File: src/rtl/ngg_pkg.sv
// Shared types and constants for the noise gate gain computer.
package ngg_pkg;

  localparam int unsigned LEVEL_W         = 17;
  localparam int unsigned DIFF_W          = LEVEL_W + 1;
  localparam int unsigned HYST_W          = 16;
  localparam int unsigned RANGE_W         = 16;
  localparam int unsigned SLOPE_W         = 20;
  localparam int unsigned SLOPE_FRAC      = 15;
  localparam int unsigned HOLD_COUNT_BITS = 20;
  localparam int unsigned PADDR_W         = 5;
  localparam int unsigned PDATA_W         = 32;

  localparam logic signed [LEVEL_W-1:0] THRESHOLD_RESET = -17'sd15360;
  localparam logic [RANGE_W-1:0]        RANGE_RESET     = 16'd20480;

  typedef enum logic [1:0] {
    GATE_CLOSED = 2'd0,
    GATE_OPEN   = 2'd1,
    GATE_HOLD   = 2'd2
  } gate_mode_e;

  typedef enum logic [2:0] {
    REG_ENABLE     = 3'd0,
    REG_THRESHOLD  = 3'd1,
    REG_HYSTERESIS = 3'd2,
    REG_RANGE      = 3'd3,
    REG_SLOPE      = 3'd4,
    REG_HOLD_COUNT = 3'd5
  } reg_idx_e;

  typedef struct packed {
    logic                        enable;
    logic signed [LEVEL_W-1:0]   threshold_db;
    logic [HYST_W-1:0]           hysteresis_db;
    logic [RANGE_W-1:0]          atten_range;
    logic [SLOPE_W-1:0]          slope;
    logic [HOLD_COUNT_BITS-1:0]  hold_count;
  } cfg_t;

endpackage

File: src/rtl/ngg_gain.sv
// Closed-gate gain: scales the level excess by the slope, rounds and clamps.
module ngg_gain (
  input  logic signed [ngg_pkg::DIFF_W-1:0]  diff_i,
  input  logic [ngg_pkg::SLOPE_W-1:0]        slope_i,
  input  logic [ngg_pkg::RANGE_W-1:0]        range_i,
  output logic signed [ngg_pkg::LEVEL_W-1:0] gain_o
);

  localparam int unsigned PROD_W = ngg_pkg::DIFF_W + ngg_pkg::SLOPE_W + 1;
  localparam int unsigned RND_W  = PROD_W + 1;
  localparam int unsigned Q_W    = RND_W - ngg_pkg::SLOPE_FRAC;

  logic signed [ngg_pkg::SLOPE_W:0]  slope_s;
  logic signed [PROD_W-1:0]          prod;
  logic signed [RND_W-1:0]           rnd;
  logic signed [Q_W-1:0]             quo;
  logic signed [Q_W-1:0]             neg_range;

  assign slope_s   = $signed({1'b0, slope_i});
  assign prod      = diff_i * slope_s;
  // Adding one half before the arithmetic shift rounds halves toward plus infinity.
  assign rnd       = {prod[PROD_W-1], prod} + (RND_W'(1) <<< (ngg_pkg::SLOPE_FRAC - 1));
  assign quo       = rnd[RND_W-1:ngg_pkg::SLOPE_FRAC];
  assign neg_range = -$signed({{(Q_W-ngg_pkg::RANGE_W){1'b0}}, range_i});

  always_comb begin
    if (quo > 0) begin
      gain_o = '0;
    end else if (quo < neg_range) begin
      gain_o = neg_range[ngg_pkg::LEVEL_W-1:0];
    end else begin
      gain_o = quo[ngg_pkg::LEVEL_W-1:0];
    end
  end

endmodule

File: config.mk
export PLATFORM = sky130hd
export DESIGN_NAME = ngg_gain
export DESIGN_NICKNAME = d
export VERILOG_FILES = /design/src/rtl/ngg_pkg.sv /design/src/rtl/ngg_gain.sv
export SDC_FILE = /design/constraint.sdc
export NUM_CORES = 1
export LEC_CHECK = 0
export ABC_AREA = 1
export BUFFER_PORTS_ARGS = -buffer_cell sky130_fd_sc_hd__buf_4
export CELL_PAD_IN_SITES_DETAIL_PLACEMENT = 1
export CELL_PAD_IN_SITES_GLOBAL_PLACEMENT = 1
export CORE_MARGIN = 4
export CORE_UTILIZATION = 30
export DETAILED_ROUTE_END_ITERATION = 7
export PLACE_DENSITY_LB_ADDON = 0.1
export SLEW_MARGIN = 30
export SYNTH_ARGS = -nofsm -noshare
export SYNTH_HDL_FRONTEND = slang
export SYNTH_SLANG_ARGS = --single-unit
File: constraint.sdc
create_clock -name vclk -period 15.5
set_input_delay 3.1 -clock vclk [all_inputs]
set_output_delay 3.1 -clock vclk [all_outputs]
set_load 0.01 [all_outputs]
==> results of run 1 <==
worst paths after layout:
path	startpoint	to	slack, ps	depth (start not counted)
setup / recovery	diff_i[17]	gain_o[7]	1180	37
hold / removal	range_i[14]	gain_o[16]	6720	6
per-stage QoR:
stage                     std cells  area (sq um)  setup WS, ps
after global routing           2599         15300           472
after CTS                      2599         15300          1070
after global placement         2599         15300          1090
after floorplan                2002         14300          2440
after detailed placement       2599         15300          1110
final                          2599         15300          1180
worst max-delay path, delay by kind of cell:
kind	cells	cell delay [ps]
xor gates and xnor gates	1	200
adders and majority gates	8	3700
buffers and inverters	8	1190
and+or+nand+nor	20	3020
cell families after synthesis:
group | synth area share, %
simple gates | 20.8
buf+inv | 18.8
fa+ha+maj | 54.2
compound gates | 4.22
xor+xnor | 1.94
synthesized netlist by cell type (2+ instances only):
cell      instances  area (sq um)
o21ai_0          15          75.1
nand4_1           5          31.3
o21ai_2           2          17.5
nor3_1           16          80.1
nand2_2          26           163
xor2_1           20           175
nand3_1          55           275
nor2_1          112           420
buf_1             3          11.3
o21a_1            2          15.0
a21oi_2           4          35.0
a31oi_1           2          12.5
nand3_2           2          20.0
ha_1            158          1980
nor3_2            2          20.0
or2_2             8          50.1
xnor2_1           8          70.1
fa_1            288          5770
nand2_1         476          1790
buf_6             3          33.8
o21bai_1          4          30.0
nor2_2           11          68.8
xor2_2            2          32.5
nor2_4            2          22.5
a21oi_1          42           210
a211oi_1          3          22.5
clkbuf_1         73           274
inv_2             8          30.0
a21o_1            8          60.1
o21ai_1           6          30.0
o21bai_4          2          37.5
inv_1           621          2330
o211ai_2          2          25.0
per-layer routing:
metal  track usage (%)  up-vias  share of wire (%)
met5                 0        -                  0
met2              31.7      107                 48
met3             0.324       16                1.4
met1              25.8     5938                 50
li1                  -     5647                  -
met4             0.687        0               0.46
area by class of cell:
type                            count  share of cell area, %
Inverter                          629                   15.5
Timing Repair Buffer               71                   3.49
Multi-Input combinational cell   1292                   76.0
Tap cell                          607                   4.98
==> results.yml, run 1 <==
outcome:
  status: "complete, no violations"
detailed_routing:
  ant_nets: 0
  wirelength_mm: 43.8
  drt_iter0_markers: 466
  drc: 0
  routed_via_density: 4.50
  first_pass_iters: 5
  wl_per_cell_microns: 16.9
  vias: 11700
final_layout:
  synthToLayoutAreaGrowth_pct: 6.72
  postLayoutCoreUtil_pct: 32.6
  mostFrequentLayoutCells: "inv_1, nand2_1, fa_1, ha_1, nor2_1"
  multi_input_area_sq_mm: 0.0116
  seq_area_sq_um: 0
  nClkBuffers: 0
  drive_above_1_share_pct: 7.18
  final_common_cell: "inv_1"
  seq_cell_count: 0
  diodes: 0
  fillers: 5918
  nNetsFinal: 2494
flow_run:
  max_cap_violations: 0
sta:
  max_slew_margin_pct: 43.3
  hold_violations: 0
  worstMarginPinSlew_ps: 850
  timing.fmax_ghz: 0.0698
  finalCritPeriodShare_pct: 92.4
  tns_ps: 0
  rsz0062_at_grt: "false"
  min_period_ps: 14320
  holdWs_ps: 6720
  setup-violations-final: 0
  drv_slew: 0
synthesis:
  yosysSeqAreaShare_pct: 0
  synth_area_per_cell_sq_um: 7.14
  netlist_instances: 2002
  synth_area_sq_mm: 0.0143
  yosys_warnings: 0
  synth_nets: 2502
  ys_types: 44
clocking:
  cts_resized: 0
  post_cts_buffers: 0
  ctsHoldBuffers: 0
floorplanning:
  core_area_sq_mm: 0.0469
  initial_core_util_pct: 30.5
  core.rowCount: 79
  io_pins: 71
  die_w_microns: 226
  die_h_microns: 226
  fp.dieArea_sq_mm: 0.0512
worst_setup_path:
  crit_fanout: 21
  worstSetupStartpointType: "input pin"
  critPathSlowestCell: "inv_1"
  crit_type: "in -> out"
  cp_slowest_stage_delay_ps: 610
  required_ps: 12400
  arrival_ps: 11220
  crit_path_end_kind: "output pin"
global_routing:
  grt_max_degree: 22
  overflow: 0
  grt_usage_pct: 17.8
  antenna_found_initial: 0
  grt_pass1_wl_mm: 73.5
  grt_pass1_vias: 13500
placement:
  dp_hpwl_mm: 38.3
  port_buffers: 71
  globalplace.congestion: 0.871
min_path:
  hp-class: "in -> out"
Power of run 1 is not shown: default switching activity piles up to over one toggle a cycle in this logic, so the estimate is an artifact.
==> run 2, diff against run 1 <==
Settings changed: CORE_UTILIZATION 30 to 49.
==> results.yml, run 2 (synthesis gave the netlist of run 1 again) <==
placement:
  place_ws_ps: 1410
  place_area_sq_mm: 0.0150
  port_buffers: 71
  globalplace.congestion: 0.902
  dp_hpwl_mm: 35.8
  dp_cells: 2376
detailed_routing:
  vias: 12000
  drt_iter0_markers: 447
  wirelength_mm: 41.4
  routed_via_density: 5.07
  drc: 0
  first_pass_iters: 6
  ant_nets: 0
  wl_per_cell_microns: 17.4
final_layout:
  drive_above_1_share_pct: 7.18
  final_common_cell: "inv_1"
  nNetsFinal: 2494
  synthToLayoutAreaGrowth_pct: 4.77
  nClkBuffers: 0
  seq_area_sq_um: 0
  diodes: 0
  seq_cell_count: 0
  instances_no_fill: 2376
  stdcell_area_sq_mm: 0.0150
  mostFrequentLayoutCells: "inv_1, nand2_1, fa_1, ha_1, nor2_1"
  fillers: 3786
sta:
  drv_slew: 0
  max_slew_margin_pct: 47.9
  finalCritPeriodShare_pct: 91.1
  hold_violations: 0
  worstMarginPinSlew_ps: 780
  setup-violations-final: 0
  min_period_ps: 14120
  setup_ws_ps: 1380
  tns_ps: 0
  rsz0062_at_grt: "false"
  timing.fmax_ghz: 0.0708
floorplanning:
  core.rowCount: 62
  fp.dieArea_sq_mm: 0.0320
  initial_core_util_pct: 49.8
  die_w_microns: 179
  io_pins: 71
  core_area_sq_mm: 0.0287
  die_h_microns: 179
worst_setup_path:
  critPathSlowestCell: "inv_1"
  crit_fanout: 21
  cp_slowest_stage_delay_ps: 560
  crit_family: "adder cells"
  crit_type: "in -> out"
  required_ps: 12400
  worstSetupStartpointType: "input pin"
  crit_path_end_kind: "output pin"
  arrival_ps: 11020
  critPathBufInv: 8
global_routing:
  grt_max_degree: 22
  overflow: 0
  antenna_found_initial: 0
  grt_usage_pct: 27.0
  grt_pass1_vias: 13600
  grt_pass1_wl_mm: 69.1
clocking:
  ctsHoldBuffers: 0
  post_cts_buffers: 0
  cts_resized: 0
min_path:
  hp-class: "in -> out"
flow_run:
  max_cap_violations: 0
outcome:
  status: "complete, no violations"
-- run 2: layer usage --
| metal | wire (microns) | GRT usage [%] | up-vias |
|---|---|---|---|
| met5 | 0 | 0 | - |
| met4 | 669 | 4.03 | 0 |
| met3 | 1540 | 1.88 | 56 |
| met2 | 21600 | 50.3 | 238 |
| met1 | 17600 | 35.0 | 6098 |
| li1 | - | - | 5646 |
-- run 2: per-stage QoR --
step	hold WS (ps)	util, %
after floorplan	6430	-
after global placement	6690	52.2
after detailed placement	6700	52.2
after CTS	6700	52.2
after global routing	6730	52.2
final	6680	52.2
-- run 2: path summary, 6_finish.rpt --
path / from / to / slack (ps) / cells after the start
hold / removal: range_i[2] / gain_o[2] / 6680 / 5
setup / recovery: diff_i[17] / gain_o[7] / 1380 / 37
-- run 2: layout make-up --
class / instances / area, sq um / area share, %
inverters: 629 / 2360 / 15.8
multi-input cells: 1292 / 11600 / 77.5
well taps: 384 / 480 / 3.21
repair buffers: 71 / 533 / 3.56
Power of run 2 is left out for the same reason.
