File: config.mk
export PLATFORM = sky130hd
export DESIGN_NAME = ngg_cfg_regs
export DESIGN_NICKNAME = d
export VERILOG_FILES = /design/src/rtl/ngg_pkg.sv /design/src/rtl/ngg_cfg_regs.sv
export SDC_FILE = /design/constraint.sdc
export NUM_CORES = 1
export LEC_CHECK = 0
export BUFFER_PORTS_ARGS = -buffer_cell sky130_fd_sc_hd__buf_2
export CAP_MARGIN = 25
export CELL_PAD_IN_SITES_DETAIL_PLACEMENT = 2
export CELL_PAD_IN_SITES_GLOBAL_PLACEMENT = 2
export CORE_MARGIN = 3
export CORE_UTILIZATION = 34
export DETAILED_ROUTE_END_ITERATION = 10
export HOLD_SLACK_MARGIN = 0.15
export PLACE_DENSITY = 0.95
export SLEW_MARGIN = 20
export SYNTH_ARGS = -nofsm -noshare
export SYNTH_HDL_FRONTEND = slang
export SYNTH_SLANG_ARGS = --single-unit
File: constraint.sdc
create_clock -name clk_i -period 3.17 [get_ports clk_i]
set_input_delay 0.317 -clock clk_i [delete_from_list [all_inputs] [get_ports clk_i]]
set_output_delay 0.317 -clock clk_i [all_outputs]
set_load 0.005 [all_outputs]
File: src/rtl/ngg_pkg.sv
// Shared types and constants for the noise gate gain computer.
package ngg_pkg;

  localparam int unsigned LEVEL_W         = 17;
  localparam int unsigned DIFF_W          = LEVEL_W + 1;
  localparam int unsigned HYST_W          = 16;
  localparam int unsigned RANGE_W         = 16;
  localparam int unsigned SLOPE_W         = 20;
  localparam int unsigned SLOPE_FRAC      = 15;
  localparam int unsigned HOLD_COUNT_BITS = 20;
  localparam int unsigned PADDR_W         = 5;
  localparam int unsigned PDATA_W         = 32;

  localparam logic signed [LEVEL_W-1:0] THRESHOLD_RESET = -17'sd15360;
  localparam logic [RANGE_W-1:0]        RANGE_RESET     = 16'd20480;

  typedef enum logic [1:0] {
    GATE_CLOSED = 2'd0,
    GATE_OPEN   = 2'd1,
    GATE_HOLD   = 2'd2
  } gate_mode_e;

  typedef enum logic [2:0] {
    REG_ENABLE     = 3'd0,
    REG_THRESHOLD  = 3'd1,
    REG_HYSTERESIS = 3'd2,
    REG_RANGE      = 3'd3,
    REG_SLOPE      = 3'd4,
    REG_HOLD_COUNT = 3'd5
  } reg_idx_e;

  typedef struct packed {
    logic                        enable;
    logic signed [LEVEL_W-1:0]   threshold_db;
    logic [HYST_W-1:0]           hysteresis_db;
    logic [RANGE_W-1:0]          atten_range;
    logic [SLOPE_W-1:0]          slope;
    logic [HOLD_COUNT_BITS-1:0]  hold_count;
  } cfg_t;

endpackage

File: src/rtl/ngg_cfg_regs.sv
// APB-style configuration register file for the noise gate gain computer.
module ngg_cfg_regs (
  input  logic                           clk_i,
  input  logic                           rst_ni,
  input  logic                           psel,
  input  logic                           penable,
  input  logic                           pwrite,
  input  logic [ngg_pkg::PADDR_W-1:0]    paddr,
  input  logic [ngg_pkg::PDATA_W-1:0]    pwdata,
  output logic [ngg_pkg::PDATA_W-1:0]    prdata,
  output logic                           pready,
  output ngg_pkg::cfg_t                  cfg_o
);

  ngg_pkg::cfg_t     cfg_q;
  ngg_pkg::reg_idx_e reg_idx;
  logic              wr_en;

  assign reg_idx = ngg_pkg::reg_idx_e'(paddr[ngg_pkg::PADDR_W-1:2]);
  assign wr_en   = psel && penable && pwrite;
  assign pready  = 1'b1;
  assign cfg_o   = cfg_q;

  always_ff @(posedge clk_i or negedge rst_ni) begin
    if (!rst_ni) begin
      cfg_q.enable        <= 1'b0;
      cfg_q.threshold_db  <= ngg_pkg::THRESHOLD_RESET;
      cfg_q.hysteresis_db <= '0;
      cfg_q.atten_range   <= ngg_pkg::RANGE_RESET;
      cfg_q.slope         <= '0;
      cfg_q.hold_count    <= '0;
    end else if (wr_en) begin
      case (reg_idx)
        ngg_pkg::REG_ENABLE:     cfg_q.enable        <= pwdata[0];
        ngg_pkg::REG_THRESHOLD:  cfg_q.threshold_db  <= $signed(pwdata[ngg_pkg::LEVEL_W-1:0]);
        ngg_pkg::REG_HYSTERESIS: cfg_q.hysteresis_db <= pwdata[ngg_pkg::HYST_W-1:0];
        ngg_pkg::REG_RANGE:      cfg_q.atten_range   <= pwdata[ngg_pkg::RANGE_W-1:0];
        ngg_pkg::REG_SLOPE:      cfg_q.slope         <= pwdata[ngg_pkg::SLOPE_W-1:0];
        ngg_pkg::REG_HOLD_COUNT: cfg_q.hold_count    <= pwdata[ngg_pkg::HOLD_COUNT_BITS-1:0];
        default: ;
      endcase
    end
  end

  always_comb begin
    case (reg_idx)
      ngg_pkg::REG_ENABLE:     prdata = {31'd0, cfg_q.enable};
      ngg_pkg::REG_THRESHOLD:  prdata = 32'(cfg_q.threshold_db);
      ngg_pkg::REG_HYSTERESIS: prdata = 32'(cfg_q.hysteresis_db);
      ngg_pkg::REG_RANGE:      prdata = 32'(cfg_q.atten_range);
      ngg_pkg::REG_SLOPE:      prdata = 32'(cfg_q.slope);
      ngg_pkg::REG_HOLD_COUNT: prdata = 32'(cfg_q.hold_count);
      default:                 prdata = '0;
    endcase
  end

endmodule

==> reports/results.md, run 1 <==
| Quantity | Value | Unit |
|:---|:---|:---|
| Status | completed | - |
| Critical path peak fanout | 18 | - |
| Final setup fails | 0 | - |
| Sequential Area | 2260 | um2 |
| Sum of routed wire length over all layers | 14400 | um |
| Number of max-cap violations | 0 | - |
| Wirelength per Cell | 22.8 | um |
| Net switching fraction of the power | 28.8 | % |
| Buffer type at the clock tree root | sky130_fd_sc_hd__clkbuf_16 | - |
| Global-route usage over all layers | 20.3 | % |
| Post-placement cell area | 5170 | um2 |
| Clock Latency Late Sink | 0.34 | ns |
| Area growth from synthesis to layout | 25.4 | % |
| Die W | 119 | um |
| Slew Limit Headroom | 34.1 | % |
| Static Leakage | 2.78 | nW |
| Number of top-level design ports | 165 | - |
| Worst ir drop on vdd | 0.433 | mV |
| Clock network power share | 30.9 | % |
| Number of cells traversed by the worst register-to-register path | 1 | - |
| Switching Power | 0.00100 | W |
| Synthesized instance count | 319 | - |
| Largest net degree at the start of global routing | 86 | - |
| Die boundary height | 119 | um |
| Utilization of the core after routing | 44.5 | % |
| Num rows | 40 | - |
| Critical path endpoint category | output port | - |
| Number of filler instances in the final layout | 1317 | - |
| Combinational Power Share | 23.7 | % |
| Clock tree from TritonCTS | yes | - |
| Arr. time, crit path | 1.93 | ns |
| Number of buffers on the longest clock path | 2 | - |
| Overall power consumption | 0.00348 | W |
| Residual antenna-violating net count after detailed routing | 0 | - |
| DRC errors left | 0 | - |
| Starting density of the core | 35.5 | % |
| Post-synth cell types | 27 | - |
| Synthesis warning total | 0 | - |
| Part of the power in registers | 45.4 | % |
| Placeable core area | 12300 | um2 |
| Commonest non-fill, non-tap cell in the layout | sky130_fd_sc_hd__buf_2 | - |
| Initial DRC count | 101 | - |
| Final net count | 498 | - |
| Pwr per Cell Area | 634 | nW/um2 |
| Simple-gate portion of the synthesized area | 6.12 | % |
| Clock-pin slew reported for the worst setup and hold paths after clock tree synthesis | 0.06 | ns |
| Number of flip-flops in the largest register | 90 | - |
| Input/output buffers | 149 | - |
| Share of synthesized area spent on multiplexers | 33.1 | % |
| Worst-case clock skew | 0 | ns |
| Multi-input gate area in the final layout | 1890 | um2 |
| Final min period | 2.24 | ns |
| Final Instance Area | 5480 | um2 |
| Internal Dissipation | 0.00247 | W |
| Die Area | 14300 | um2 |
| Total of flip-flops plus latches after synthesis | 90 | - |
| Fraction of final layout cells sized beyond drive strength 1 | 63.8 | % |
| Via count of the first global-routing pass | 3663 | - |
| Worst Max-Slew Pin Slew | 0.984 | ns |
| Setup TNS | 0 | ns |
| Number of buffers created by CTS | 9 | - |
| Class of the most critical hold timing path | input pin to register | - |
| Synth Area in Compound Gates | 3.78 | % |
| Part of the Yosys area used for sequential elements | 51.7 | % |
| Largest family of logic cells by synthesized area | multiplexers | - |
| Worst Path Class, Setup | input pin to output port | - |
| Initial antenna violation count | 0 | - |
| Maximum level of the CTS H-tree | 3 | - |
| Gp weighted congestion | 0.746 | - |
| Gr ovfl total | 0 | - |
| Antenna diode instance count | 0 | - |
| Pre-antenna DRT Iters | 6 | - |
| Crit share post-route | 70.8 | % |
| Slew Viols, Final | 0 | - |
| Net count after synthesis | 361 | - |
| Clk sink count | 90 | - |
| RSZ-0062 raised after global routing | false | - |
| Vias after detailed routing | 3190 | - |
| Mapped cell area | 4370 | um2 |
| Required @ worst endpoint | 2.85 | ns |
| Worst hold path stage count | 2 | - |
| Final number of hold-violating endpoints | 0 | - |
| Average footprint of a synthesized cell | 13.7 | um2 |
| Xor and xnor area share after synthesis | 0 | % |
| Most frequent cells in the layout | sky130_fd_sc_hd__buf_2 (148), sky130_fd_sc_hd__mux2_2 (96), sky130_fd_sc_hd__dfrtp_1 (84), sky130_fd_sc_hd__nand2_1 (35), sky130_fd_sc_hd__mux2i_1 (18) | - |
| Per-cell via count in the routed design | 5.07 | - |
| Share of synthesized cell area in full adder, half adder and majority cells | 0 | % |
| Wire length of the first global-routing pass | 22100 | um |
| Upper clock frequency limit | 0.445 | GHz |
| Sort of element at the start of the critical path | input pin | - |
| HPWL reported at the end of detailed placement | 10100 | um |
## layout make-up
class | instances | share of cell area [%]
clock buffers | 11 | 4.43
clock inverters | 5 | 0.981
multi-input cells | 198 | 34.5
flip-flops and latches | 90 | 41.2
well taps | 168 | 3.83
repair buffers | 157 | 15.1
## final timing paths
path / slack, ns / endpoint / from
max in group asynchronous: 1.92 / cfg_o[81] / rst_ni
min in group asynchronous: 0.62 / cfg_o[32] / rst_ni
hold / removal: 0.22 / cfg_o[17] / pwdata[17]
hold reg to reg: 0.53 / cfg_o[50] / cfg_o[50]
setup / recovery: 0.93 / prdata[6] / paddr[2]
setup reg to reg: 2.34 / cfg_o[11] / cfg_o[11]
## kinds of logic (layout without fill, tap and decap cells)
kind of cell / count (synthesis) / count (layout)
multiplexers: 127 / 127
flip-flops: 90 / 90
AND/OR/NAND/NOR: 49 / 49
buffers and inverters: 31 / 173
AO/OA/AOI/OAI: 21 / 21
other: 1 / 1
## worst max-delay path, cell delays in order
cell and delay (ns):
sky130_fd_sc_hd__buf_2 0.47, sky130_fd_sc_hd__buf_4 0.37, sky130_fd_sc_hd__mux2_2 0.37, sky130_fd_sc_hd__nand2_1 0.07
sky130_fd_sc_hd__o221ai_1 0.13, sky130_fd_sc_hd__buf_2 0.18
## power groups by stage
stage               sequential (W)  combinational [W]  clock (W)
finish                     0.00158           0.000825    0.00107
global route               0.00161           0.000903    0.00115
CTS                        0.00158           0.000844    0.00110
detailed placement         0.00160           0.000839          0
global placement           0.00156           0.000779          0
floorplan                  0.00157           0.000388          0
## stage by stage
step,cells,worst slack (ns),hold WS (ns)
2_1_floorplan,319,1.19,0.0214
3_5_place_dp,612,0.807,0.519
3_3_place_gp,612,0.941,0.507
5_1_grt,629,0.838,0.221
4_1_cts,628,0.824,0.208
6_report,629,0.925,0.223
## timing repair
item                                   4_1_cts  5_1_grt
hold buffers                                 0        1
gates resized for setup                      0        0
endpoints found under the hold margin        0       78
setup buffers                                0        0
## routing by layer
metal	routed length (um)	global-route usage, %	up-vias
met2	8060	38.1	98
met4	231	6.16	0
met1	5380	22.6	1666
met5	0	0	-
li1	-	-	1410
met3	697	4.89	16
## synthesized netlist by cell type
library cell,count,area share [%]
sky130_fd_sc_hd__a21oi_1,4,0.46
sky130_fd_sc_hd__buf_12,1,0.46
sky130_fd_sc_hd__buf_2,6,0.69
sky130_fd_sc_hd__buf_4,20,3.4
sky130_fd_sc_hd__buf_6,2,0.52
sky130_fd_sc_hd__clkbuf_1,2,0.17
sky130_fd_sc_hd__conb_1,1,0.086
sky130_fd_sc_hd__dfrtp_1,84,48
sky130_fd_sc_hd__dfstp_2,6,3.6
sky130_fd_sc_hd__mux2_1,3,0.77
sky130_fd_sc_hd__mux2_2,96,25
sky130_fd_sc_hd__mux2_4,10,3.4
sky130_fd_sc_hd__mux2i_1,18,4.1
sky130_fd_sc_hd__nand2_1,35,3.0
sky130_fd_sc_hd__nand2b_1,1,0.14
sky130_fd_sc_hd__nand2b_2,1,0.20
sky130_fd_sc_hd__nand4_4,1,0.49
sky130_fd_sc_hd__nand4b_4,1,0.54
sky130_fd_sc_hd__nor2_1,4,0.34
sky130_fd_sc_hd__nor2_4,2,0.52
sky130_fd_sc_hd__nor2_8,1,0.46
sky130_fd_sc_hd__nor2b_1,1,0.14
sky130_fd_sc_hd__o21bai_1,1,0.17
sky130_fd_sc_hd__o221ai_1,15,3.0
sky130_fd_sc_hd__o22ai_1,1,0.14
sky130_fd_sc_hd__or2_1,1,0.14
sky130_fd_sc_hd__or2_2,1,0.14
Power figures use the tool's default switching activity.
==> run 2, diff against run 1 <==
ABC_AREA = 1   (was not set)
CORE_UTILIZATION = 27   (was 34)
PLACE_DENSITY = 0.9   (was 0.95)
clock period = 2.12 ns   (was 3.17 ns; I/O delays follow)
==> run 2 against run 1 <==
Compared with the run above: global-route usage decreased by 0.89 points; clock skew unchanged; critical path depth increased by 2; clock power increased by 59%.
==> reports/results.md, run 2 <==
| Quantity | Value | Unit |
|:---|:---|:---|
| Status | completed | - |
| Number of buffers on the longest clock path | 2 | - |
| DRC errors left | 0 | - |
| Area share of the leading cell type in the synthesized netlist | 45.3 | % |
| Input/output buffers | 149 | - |
| Arr. time, crit path | 1.53 | ns |
| Synthesis warning total | 0 | - |
| Most frequent cells in the layout | sky130_fd_sc_hd__nand2_1 (176), sky130_fd_sc_hd__buf_2 (148), sky130_fd_sc_hd__dfrtp_1 (84), sky130_fd_sc_hd__inv_1 (67), sky130_fd_sc_hd__o21ai_0 (54) | - |
| Dominant register cell in the synthesized netlist | sky130_fd_sc_hd__dfrtp_1 | - |
| Worst-path cell with the longest stage delay | sky130_fd_sc_hd__buf_2 | - |
| Sort of element at the start of the critical path | input pin | - |
| Worst ir drop on vdd | 0.390 | mV |
| Class of the most critical hold timing path | input pin to register | - |
| Pwr per Cell Area | 886 | nW/um2 |
| Global-route usage over all layers | 19.5 | % |
| Post-synth cell types | 25 | - |
| Initial antenna violation count | 1 | - |
| Starting density of the core | 27.8 | % |
| CP startpoint | paddr[4] | - |
| Reg-to-reg critical path endpoint | cfg_o[54] | - |
| Final setup fails | 0 | - |
| Num rows | 47 | - |
| Antenna diode instance count | 0 | - |
| Area growth from synthesis to layout | 27.2 | % |
| Synthesized instance count | 587 | - |
| Proportion of register bits with asynchronous set or reset after synthesis | 100 | % |
| Cts repair resizes | 0 | - |
| Number of filler instances in the final layout | 1998 | - |
| Crit share post-route | 82.2 | % |
| Worst Max-Slew Pin Slew | 0.528 | ns |
| Average footprint of a synthesized cell | 7.90 | um2 |
| Clock Latency Late Sink | 0.34 | ns |
| Most instantiated library cell after synthesis | sky130_fd_sc_hd__nand2_1 | - |
| RSZ-0062 raised after global routing | false | - |
| Crit path cell chain | buf_2 > inv_6 > nand3_2 > buf_12 > nor2_1 > nor2_1 > nand3_1 > buf_2 | - |
| Part of the Yosys area used for sequential elements | 48.7 | % |
| Worst-case clock skew | 0 | ns |
| Final Instance Area | 5900 | um2 |
| Largest incremental delay on the critical path | 0.42 | ns |
| Slew Viols, Final | 0 | - |
| Most used standard cells in the synthesized netlist | sky130_fd_sc_hd__nand2_1 (176), sky130_fd_sc_hd__dfrtp_1 (84), sky130_fd_sc_hd__inv_1 (67) | - |
| Slew Limit Headroom | 64.7 | % |
| Die W | 137 | um |
| Clk sink count | 90 | - |
| Biggest area contributors in the synthesized netlist | sky130_fd_sc_hd__dfrtp_1 (45%), sky130_fd_sc_hd__nand2_1 (14%), sky130_fd_sc_hd__o21ai_0 (5.8%) | - |
| Upper clock frequency limit | 0.574 | GHz |
| Initial DRC count | 142 | - |
| Per-cell via count in the routed design | 4.80 | - |
| Number of cells traversed by the worst register-to-register path | 2 | - |
| Die Area | 18800 | um2 |
| Final min period | 1.74 | ns |
| Critical path endpoint category | output port | - |
| Final net count | 770 | - |
| Net count after synthesis | 629 | - |
| Gp weighted congestion | 0.813 | - |
| Post-placement cell area | 5500 | um2 |
| Capturing instance or port of the critical path | prdata[9] | - |
| Number of flip-flops in the largest register | 90 | - |
| Start point of the worst hold path | pwdata[10] | - |
| Wire length of the first global-routing pass | 27500 | um |
| Final number of hold-violating endpoints | 0 | - |
| Static Leakage | 3.26 | nW |
| Gr ovfl total | 0 | - |
| Number of buffers created by CTS | 9 | - |
| Post-synth EDFFs | 0 | - |
| Commonest non-fill, non-tap cell in the layout | sky130_fd_sc_hd__nand2_1 | - |
| Pre-antenna DRT Iters | 4 | - |
| Buffer type at the clock tree root | sky130_fd_sc_hd__clkbuf_16 | - |
| Clock tree from TritonCTS | yes | - |
| Number of top-level design ports | 165 | - |
| Critical path peak fanout | 22 | - |
| Setup TNS | 0 | ns |
| Via count of the first global-routing pass | 4721 | - |
| Worst Path Class, Setup | input pin to output port | - |
| Clock-pin slew reported for the worst setup and hold paths after clock tree synthesis | 0.06 | ns |
| Mapped cell area | 4640 | um2 |
| Reg-to-reg startpoint | cfg_o[54] | - |
| Fraction of final layout cells sized beyond drive strength 1 | 29.1 | % |
| Required @ worst endpoint | 1.91 | ns |
| Wirelength per Cell | 19.0 | um |
| Vias after detailed routing | 4578 | - |
| Residual antenna-violating net count after detailed routing | 0 | - |
| Synth area leader | sky130_fd_sc_hd__dfrtp_1 | - |
| Largest net degree at the start of global routing | 42 | - |
| Internal reg-to-reg setup slack | 1.28 | ns |
| Placeable core area | 16700 | um2 |
| HPWL reported at the end of detailed placement | 13500 | um |
| Die boundary height | 137 | um |
| Maximum level of the CTS H-tree | 3 | - |
| Sum of routed wire length over all layers | 18100 | um |
| Number of max-cap violations | 0 | - |
| Total of flip-flops plus latches after synthesis | 90 | - |
[run 2: changes by cell type in the layout (fill, tap and decap cells not counted), moves of 21 or more]
cell / before / now
sky130_fd_sc_hd__inv_1: 0 / 67
sky130_fd_sc_hd__mux2_2: 96 / 0
sky130_fd_sc_hd__o21ai_0: 0 / 54
sky130_fd_sc_hd__nand3_1: 0 / 37
sky130_fd_sc_hd__o21ai_1: 0 / 21
sky130_fd_sc_hd__nand2_1: 35 / 176
sky130_fd_sc_hd__nor2_1: 2 / 49
[run 2: worst min path at each step]
| stage | endpoint | cells past startpoint |
|---|---|---|
| 3_3_place_gp | cfg_o[21] | 1 |
| 2_1_floorplan | cfg_o[0] | 0 |
| 6_report | cfg_o[82] | 3 |
| 3_5_place_dp | cfg_o[21] | 1 |
| 4_1_cts | cfg_o[82] | 3 |
| 5_1_grt | cfg_o[10] | 3 |
[run 2: metrics by stage]
stage | hold slack [ns] | instances | util [%] | worst slack [ns] | power (W)
floorplan | -0.0836 | 587 | - | 0.732 | 0.00283
global placement | 0.177 | 928 | 32.9 | 0.370 | 0.00348
detailed placement | 0.181 | 928 | 32.9 | 0.277 | 0.00357
CTS | 0.151 | 953 | 35.3 | 0.368 | 0.00531
global route | 0.152 | 953 | 35.3 | 0.265 | 0.00555
finish | 0.160 | 953 | 35.3 | 0.378 | 0.00522
[run 2: layout make-up]
type / count / area [um2] / area share [%]
flip-flops and latches: 90 / 2260 / 38.3
multi-input cells: 383 / 1790 / 30.3
repair buffers: 173 / 988 / 16.8
inverters: 71 / 282 / 4.77
well taps: 220 / 275 / 4.67
clock buffers: 12 / 236 / 4.01
clock inverters: 4 / 70.1 / 1.19
[run 2: kinds of logic (layout without fill, tap and decap cells)]
| family | after synthesis | count (layout) | share of synthesized area, % |
|---|---|---|---|
| simple gates | 292 | 292 | 27.6 |
| buf+inv | 114 | 260 | 12.7 |
| compound gates | 90 | 90 | 10.9 |
| flops | 90 | 90 | 48.7 |
| other cells | 1 | 1 | 0.0809 |
[run 2: worst max-delay path: cells and delay by family]
kind / cells / cell delay [ns]
buffers and inverters: 4 / 0.85
and+or+nand+nor: 4 / 0.45
[run 2: layer usage]
metal  vias to the layer above  GRT usage, %  part of all wire (%)
met5                         -             0                 0.072
met1                      2310          23.7                    41
met2                       129          34.7                    52
met4                         2          3.71                   1.3
li1                       2121             -                     -
met3                        16          5.00                   6.0
[run 2: what timing repair did]
action                                  in CTS  in global routing
endpoints found under the setup margin       0                  0
setup buffers                                0                  0
hold endpoints to repair                    43                  0
hold buffers                                 9                  0
[run 2: power breakdown]
part	total (W)	switching (W)	internal (W)
combinational	0.00118	0.000680	0.000497
sequential	0.00235	0.000276	0.00207
clock	0.00170	0.000669	0.00103
total	0.00522	0.00163	0.00360
